$ cat src/hw/rtl/sha256_pkg.sv
package sha256_pkg;

	localparam logic [31:0] H_INIT [8] = '{
		32'h6a09e667, 32'hbb67ae85, 32'h3c6ef372, 32'ha54ff53a,
		32'h510e527f, 32'h9b05688c, 32'h1f83d9ab, 32'h5be0cd19
	};

	localparam logic [31:0] ROUND_K [64] = '{
		32'h428a2f98, 32'h71374491, 32'hb5c0fbcf, 32'he9b5dba5,
		32'h3956c25b, 32'h59f111f1, 32'h923f82a4, 32'hab1c5ed5,
		32'hd807aa98, 32'h12835b01, 32'h243185be, 32'h550c7dc3,
		32'h72be5d74, 32'h80deb1fe, 32'h9bdc06a7, 32'hc19bf174,
		32'he49b69c1, 32'hefbe4786, 32'h0fc19dc6, 32'h240ca1cc,
		32'h2de92c6f, 32'h4a7484aa, 32'h5cb0a9dc, 32'h76f988da,
		32'h983e5152, 32'ha831c66d, 32'hb00327c8, 32'hbf597fc7,
		32'hc6e00bf3, 32'hd5a79147, 32'h06ca6351, 32'h14292967,
		32'h27b70a85, 32'h2e1b2138, 32'h4d2c6dfc, 32'h53380d13,
		32'h650a7354, 32'h766a0abb, 32'h81c2c92e, 32'h92722c85,
		32'ha2bfe8a1, 32'ha81a664b, 32'hc24b8b70, 32'hc76c51a3,
		32'hd192e819, 32'hd6990624, 32'hf40e3585, 32'h106aa070,
		32'h19a4c116, 32'h1e376c08, 32'h2748774c, 32'h34b0bcb5,
		32'h391c0cb3, 32'h4ed8aa4a, 32'h5b9cca4f, 32'h682e6ff3,
		32'h748f82ee, 32'h78a5636f, 32'h84c87814, 32'h8cc70208,
		32'h90befffa, 32'ha4506ceb, 32'hbef9a3f7, 32'hc67178f2
	};

	// one full block handed from the packer to the compressor
	typedef struct packed {
		logic [511:0] words;  // word 0 in the top bits
		logic         first;  // first block of a message: start from H_INIT
		logic         final_blk;  // emit digest after this block
	} sha_blk_t;

	localparam int QDEPTH = 2;

	function automatic logic [31:0] rotr(input logic [31:0] x, input int n);
		rotr = (x >> n) | (x << (32 - n));
	endfunction

endpackage

$ cat src/hw/rtl/sha_queue.sv
module sha_queue (
	input  logic                  clk,
	input  logic                  arst_n,
	input  logic                  wr_valid,
	output logic                  wr_ready,
	input  sha256_pkg::sha_blk_t  wr_blk,
	output logic                  rd_valid,
	input  logic                  rd_ready,
	output sha256_pkg::sha_blk_t  rd_blk
);
	import sha256_pkg::*;

	sha_blk_t mem_q [QDEPTH];
	logic wp_q, rp_q;
	logic [1:0] cnt_q;

	assign wr_ready = cnt_q != 2'(QDEPTH);
	assign rd_valid = cnt_q != 2'd0;
	assign rd_blk = mem_q[rp_q];

	// write at tail, drop at head
	always_ff @(posedge clk) begin
		if (wr_valid && wr_ready) mem_q[wp_q] <= wr_blk;
	end

	always_ff @(posedge clk or negedge arst_n) begin
		if (!arst_n) begin
			wp_q <= 1'b0;
			rp_q <= 1'b0;
			cnt_q <= '0;
		end else begin
			if (wr_valid && wr_ready) wp_q <= ~wp_q;
			if (rd_valid && rd_ready) rp_q <= ~rp_q;
			cnt_q <= cnt_q + 2'(wr_valid && wr_ready) - 2'(rd_valid && rd_ready);
		end
	end
endmodule

$ cat config.mk
export PLATFORM = sky130hd
export DESIGN_NAME = sha_queue
export DESIGN_NICKNAME = d
export VERILOG_FILES = /design/src/hw/rtl/sha256_pkg.sv /design/src/hw/rtl/sha_queue.sv
export SDC_FILE = /design/constraint.sdc
export NUM_CORES = 1
export LEC_CHECK = 0
export BUFFER_PORTS_ARGS = -buffer_cell sky130_fd_sc_hd__buf_2
export CORE_AREA = 2 2 400 402
export DETAILED_ROUTE_END_ITERATION = 12
export DIE_AREA = 0 0 402 404
export GPL_ROUTABILITY_DRIVEN = 0
export SETUP_SLACK_MARGIN = 0.15
export SLEW_MARGIN = 25
export SYNTH_ARGS = -nofsm -noshare
export SYNTH_HDL_FRONTEND = slang
export SYNTH_SLANG_ARGS = --single-unit
$ cat constraint.sdc
create_clock -name clk -period 28.1 [get_ports clk]
set_input_delay 4.215 -clock clk [delete_from_list [all_inputs] [get_ports clk]]
set_output_delay 4.215 -clock clk [all_outputs]
set_load 0.005 [all_outputs]
==> results of run 1 <==
worst register-to-register path, delay by kind of cell (launching register included):
family | cells | cell delay (ns)
buffers and inverters | 3 | 2.56
DFF | 1 | 0.41
and+or+nand+nor | 2 | 0.99
cells in the mapped netlist, drive strengths merged:
library cell | instances | area (µm²)
edfxtp | 1028 | 30900
mux2 | 514 | 7100
buf | 57 | 532
dfrtp | 4 | 100
xnor2 | 3 | 26.3
ha | 2 | 25.0
and2 | 1 | 6.26
and3 | 1 | 6.26
inv | 1 | 3.75
nand2 | 1 | 3.75
nand2b | 1 | 6.26
nor2 | 1 | 3.75
or2 | 1 | 6.26
xor2 | 1 | 8.76
registers in the layout, indices dropped and copies added, names as in the netlist:
register	count
cnt_q	2
mem_q	1028
rp_q	1
wp_q	1
routing by layer:
metal | up-vias | GRT usage (%) | wire [µm]
met4 | 16 | 4.26 | 3210
met2 | 901 | 21.6 | 53700
met3 | 219 | 5.11 | 11100
li1 | 8719 | - | -
met5 | - | 0 | 94
met1 | 10025 | 15.6 | 43200
power groups by stage:
stage	clock network (mW)	logic [mW]	registers (mW)
after floorplan	0	0.966	2.48
after global routing	1.45	1.66	2.23
final	1.36	1.55	2.21
after detailed placement	0	1.58	2.24
after CTS	1.40	1.59	2.21
after global placement	0	1.57	2.24
per-stage QoR:
stage | cell area, µm² | hold slack (ns)
finish | 49600 | 0.526
global route | 49600 | 0.554
CTS | 49600 | 0.529
detailed placement | 46200 | 0.513
global placement | 46200 | 0.509
floorplan | 38700 | 0.461
logic make-up (layout without fill, tap and decap cells):
family / Yosys count / count (layout) / share of synthesized area, %
flops: 1032 / 1032 / 80.0
mux: 514 / 514 / 18.4
buf+inv: 58 / 1252 / 1.38
simple gates: 6 / 6 / 0.0841
xor+xnor: 4 / 4 / 0.0905
fa+ha+maj: 2 / 2 / 0.0647
other cells: 0 / 11 / 0
worst paths after layout:
| path | startpoint | end | slack (ns) | cells past startpoint |
|---|---|---|---|---|
| setup / recovery | rp_q | rd_blk[45] | 18.47 | 6 |
| hold / removal | cnt_q[0] | cnt_q[0] | 0.53 | 1 |
| setup reg to reg | cnt_q[1] | mem_q[1][386] | 23.71 | 5 |
| hold reg to reg | cnt_q[0] | cnt_q[0] | 0.53 | 1 |
| max in group asynchronous | arst_n | rp_q | 24.63 | 1 |
| min in group asynchronous | arst_n | cnt_q[1] | 3.31 | 1 |
cell type report:
cell class	instances	area, µm²	share of cell area, %
clock buffer	118	2700	5.44
multi-input combinational	526	7210	14.5
sequential	1032	31000	62.5
clock inverter	76	678	1.37
timing repair buffer	1057	5410	10.9
tap	2072	2590	5.23
antenna	11	27.5	0.0555
inverter	1	3.75	0.00757
==> impl_results.md, run 1 <==
- Largest net degree at the start of global routing: 143
- Via density: 4.06
- Largest delay share family, worst path: buffers and inverters
- Initial DRC count: 1394
- Clk slew on worst S/H paths: 0.06 ns
- Total vias in the final route: 19880
- CTS tree: done
- Area grow syn2layout: 28.1%
- Status: finished clean
- Count of cell types in the netlist: 17
- CP Capture Type: primary output
- CP cell instances: buf_4 > buf_4 > buf_4 > buf_4 > mux2_2 > buf_2
- Worst-Skew Late Latency: 0.71 ns
- TNS Setup: 0 ns
- Required time of the critical path: 23.89 ns
- Worst slew pin tran: 1.03 ns
- Layout Cells excl Fill: 4893
- Clock power frac: 26.5%
- Worst-path maximum fanout: 59
- CP max-delay cell: dfrtp_4
- Setup-failing EPs final: 0
- Antenna violations before repair: 58
- Final period util: 34.3%
- Cell Int Power: 3.63 mW
- Final HPWL DP: 84100 µm
- CP peak stage delay: 0.87 ns
- Fmax achieved: 0.104 GHz
- Worst vdd ir: 0.0000775 V
- Net Sw Frac: 29.1%
- Startpoint type of the worst setup path: register
- Fillers: 15414
- Die ar.: 0.162 mm²
- CP most frequent cell: buf_4
- Final Hold Viols: 0
- Clock Sinks: 1032
- # hold bufs at CTS: 0
- Max Cap Violations: 0
- Commonest non-fill, non-tap cell in the layout: buf_2
- Design Power: 5.12 mW
- Site Rows: 146
- DR DRC count: 0
- Vias in the first global route: 20274
- Die width: 402 µm
- Most frequent cells in the layout: buf_2, edfxtp_1, mux2_4
- Post-Synthesis Cells: 1616
- Worst Path Buf+Inv: 5
- Maximum clock path buffer count: 3
- Synthesized area per cell: 23.9 µm²
- First-pass GRT wire length: 151000 µm
- Final Util: 31.4%
- IO Count: 1034
- Worst-case clock skew: 0.0460 ns
- GRT Util Overall: 13.1%
- Initial Util: 24.5%
- Total grt overflow: 0
- Yosys Warn Count: 0
- Wire per inst: 22.7 µm
- CP arrival: 5.42 ns
- Placed cells: 4688
- Post-DRT Antenna Nets: 0
- Initial DRT Pass Iterations: 5
- Worst setup margin: 18.47 ns
- Part of the power in registers: 43.1%
- Synth Register Bits: 1032
- Power Density: 103 mW/mm²
- Cell Area, Synth: 0.0387 mm²
- # nets final: 3244
- Layout cells sized above 1: 61.6%
- Final WL: 111000 µm
- Setup CP Type: reg -> out
- Combinational share of power: 30.4%
- Sequential element share of the synthesized area: 80.0%
- Worst min-delay path class: reg -> reg
- Lkg Pwr: 19.0 nW
- Switching power: 1.49 mW
- Slew headroom: 31.6%
- Fin crit period: 9.63 ns
- CTS root buf: clkbuf_16
- Syn nets: 2136
- Num CTS Buffers: 106
- Post-placement setup slack: 19.15 ns
- IO Port Bufs: 1033
- Die Y: 404 µm
- Slew Limit Fails: 0
- H-tree depth: 3
- Setup Fix Bufs, Post-CTS: 0
- RSZ-0062 raised after global routing: no
- Post-CTS Resized: 0
- Core box area: 0.158 mm²
Power figures use the tool's default switching activity.
==> run 2: changes to the inputs <==
Settings changed: ABC_AREA from default to 1, CORE_AREA 2 2 400 402 to 2 2 406 408, DIE_AREA 0 0 402 404 to 0 0 408 410.
Clock period 28.1 ns to 9.17 ns, I/O delays scaled along.
==> impl_results.md, run 2 <==
- Vias in the first global route: 23177
- Initial DRT Pass Iterations: 5
- IO Port Bufs: 1033
- Die width: 408 µm
- Area grow syn2layout: 30.4%
- XOR/XNOR Fraction of Synth Area: 0%
- # hold bufs at CTS: 0
- CP arrival: 3.55 ns
- Layout cells sized above 1: 31.6%
- Post-Synthesis Cells: 2716
- Slew Limit Fails: 0
- Final period util: 53.7%
- Setup Fix Bufs, Post-CTS: 0
- Synth Register Bits: 1032
- Top FF cell, synth: edfxtp_1
- Startpoint type of the worst setup path: register
- Synth area leader: edfxtp_1
- CP cell instances: inv_8 > buf_12 > buf_4 > nand2_1 > nand2_1 > buf_2
- Final HPWL DP: 76100 µm
- Top reg by flops: mem_q
- First-pass GRT wire length: 153000 µm
- Design Power: 15.8 mW
- Reg2reg setup slack: 6.42 ns
- Synth top cells by count: nand2_1, edfxtp_1, buf_2
- Top post-synthesis cells by area: edfxtp_1, nand2_1, buf_2, dfrtp_1, buf_4
- Post-synthesis compound-gate area fraction: 0%
- Max reg flops: 1028
- CP max-delay cell: dfrtp_4
- CP Capture Type: primary output
- Biggest regs: mem_q x1028, cnt_q x2
- Setup-failing EPs final: 0
- Layout Cells excl Fill: 6071
- Sequential element share of the synthesized area: 82.6%
- Final WL: 110000 µm
- Yosys Warn Count: 0
- Final Hold Viols: 0
- Initial Util: 22.9%
- CP peak stage delay: 0.68 ns
- Area fraction of the dominant cell type after synthesis: 82.4%
- Wire per inst: 18.1 µm
- Worst min-delay path class: reg -> reg
- Power Density: 323 mW/mm²
- Required time of the critical path: 7.79 ns
- Post-synth EDFFs: 1028
- H-tree depth: 3
- Crit path capture: rd_blk[415]
- Worst-path maximum fanout: 117
- Largest net degree at the start of global routing: 171
- Lkg Pwr: 20.3 nW
- Status: finished clean
- Mux contribution to synthesized area: 0%
- FF-to-FF Start: cnt_q[1]
- CP most frequent cell: nand2_1
- # nets final: 4287
- Fmax achieved: 0.203 GHz
- Worst-case clock skew: 0.0252 ns
- Worst vdd ir: 0.000208 V
- Clk slew on worst S/H paths: 0.06 ns
- Total grt overflow: 0
- R2R cell count: 5
- Synth Area in Adders: 0.0668%
- Min Hold Slack: 0.473 ns
- Site Rows: 149
- Die ar.: 0.167 mm²
- TNS Setup: 0 ns
- Fin crit period: 4.92 ns
- Count of cell types in the netlist: 11
- Total vias in the final route: 24245
- Met1 usage: 14.3%
- Syn nets: 3236
- Die Y: 410 µm
- Cell Area, Synth: 0.0375 mm²
- Post-CTS Resized: 0
- Worst-Skew Late Latency: 0.72 ns
- Core box area: 0.163 mm²
- Simple-gate share of the synthesized area: 15.6%
- Antenna violations before repair: 47
- Slew headroom: 25.5%
- Most frequent cells in the layout: nand2_1, buf_2, edfxtp_1
- Met3 Use GR: 4.12%
- Most common cell in the netlist: nand2_1
- RSZ-0062 raised after global routing: no
- Via density: 3.99
- Commonest non-fill, non-tap cell in the layout: nand2_1
- GRT Util Overall: 12.3%
- Max Cap Violations: 0
- Placed cells: 5845
- Gr busiest metal: met2
- Worst slew pin tran: 1.12 ns
- Reg2reg end: mem_q[1][118]
- Fillers: 16509
- IO Count: 1034
- Met2 usage: 21.0%
- Maximum clock path buffer count: 3
- Clock Sinks: 1032
- Ys async rst share: 0.388%
- Synthesized area per cell: 13.8 µm²
- Setup CP Type: reg -> out
- Initial DRC count: 1926
- Crit. Startpoint: rp_q
- Num CTS Buffers: 109
- CTS tree: done
- CTS root buf: clkbuf_16
- Largest family of logic cells by synthesized area: simple AND/OR/NAND/NOR gates
- Post-DRT Antenna Nets: 0
- DR DRC count: 0
-- run 2: stage by stage --
stage	area (µm²)	setup WS [ns]	utilization, %
final	48900	4.25	29.9
after floorplan	37500	-0.391	-
after CTS	48800	4.17	29.9
after global routing	48900	4.01	29.9
after detailed placement	45200	4.97	27.6
after global placement	45200	4.95	27.6
-- run 2: critical path: cells and delay by family, from the launching register on --
family	cells	cell delay (ns)
and+or+nand+nor	2	0.27
DFF	1	0.68
buffers and inverters	4	1.52
-- run 2: final cells by class --
type / instances / area (µm²) / share of cell area [%]
antenna: 26 / 65.1 / 0.133
clock buffer: 134 / 2850 / 5.84
clock inverter: 66 / 817 / 1.67
inverter: 9 / 45.0 / 0.0921
multi-input combinational: 1561 / 5920 / 12.1
sequential: 1032 / 31000 / 63.4
tap: 2189 / 2740 / 5.60
timing repair buffer: 1054 / 5480 / 11.2
-- run 2: how the worst min path moves through the flow --
stage            from       end  slack, ns  depth (start not counted)
6_report         wp_q      wp_q       0.47                          2
5_1_grt        arst_n      wp_q       0.42                          1
4_1_cts        arst_n  cnt_q[1]       0.41                          1
3_5_place_dp     wp_q      wp_q       0.47                          2
3_3_place_gp     wp_q      wp_q       0.46                          2
2_1_floorplan    wp_q      wp_q       0.44                          2
-- run 2: routing by layer --
metal	share of wire (%)	vias up
met5	0.075	-
met4	3.3	12
met3	8.2	249
met2	50	965
met1	38	11663
li1	-	11356
-- run 2: power breakdown --
group	internal, mW	switching [mW]	leakage (nW)
combinational	1.47	3.13	8.94
clock	2.67	1.84	1.78
sequential	6.44	0.250	9.61
-- run 2: cell families after synthesis --
kind of cell,Yosys count
simple gates,1559
flops,1032
buf+inv,123
fa+ha+maj,2
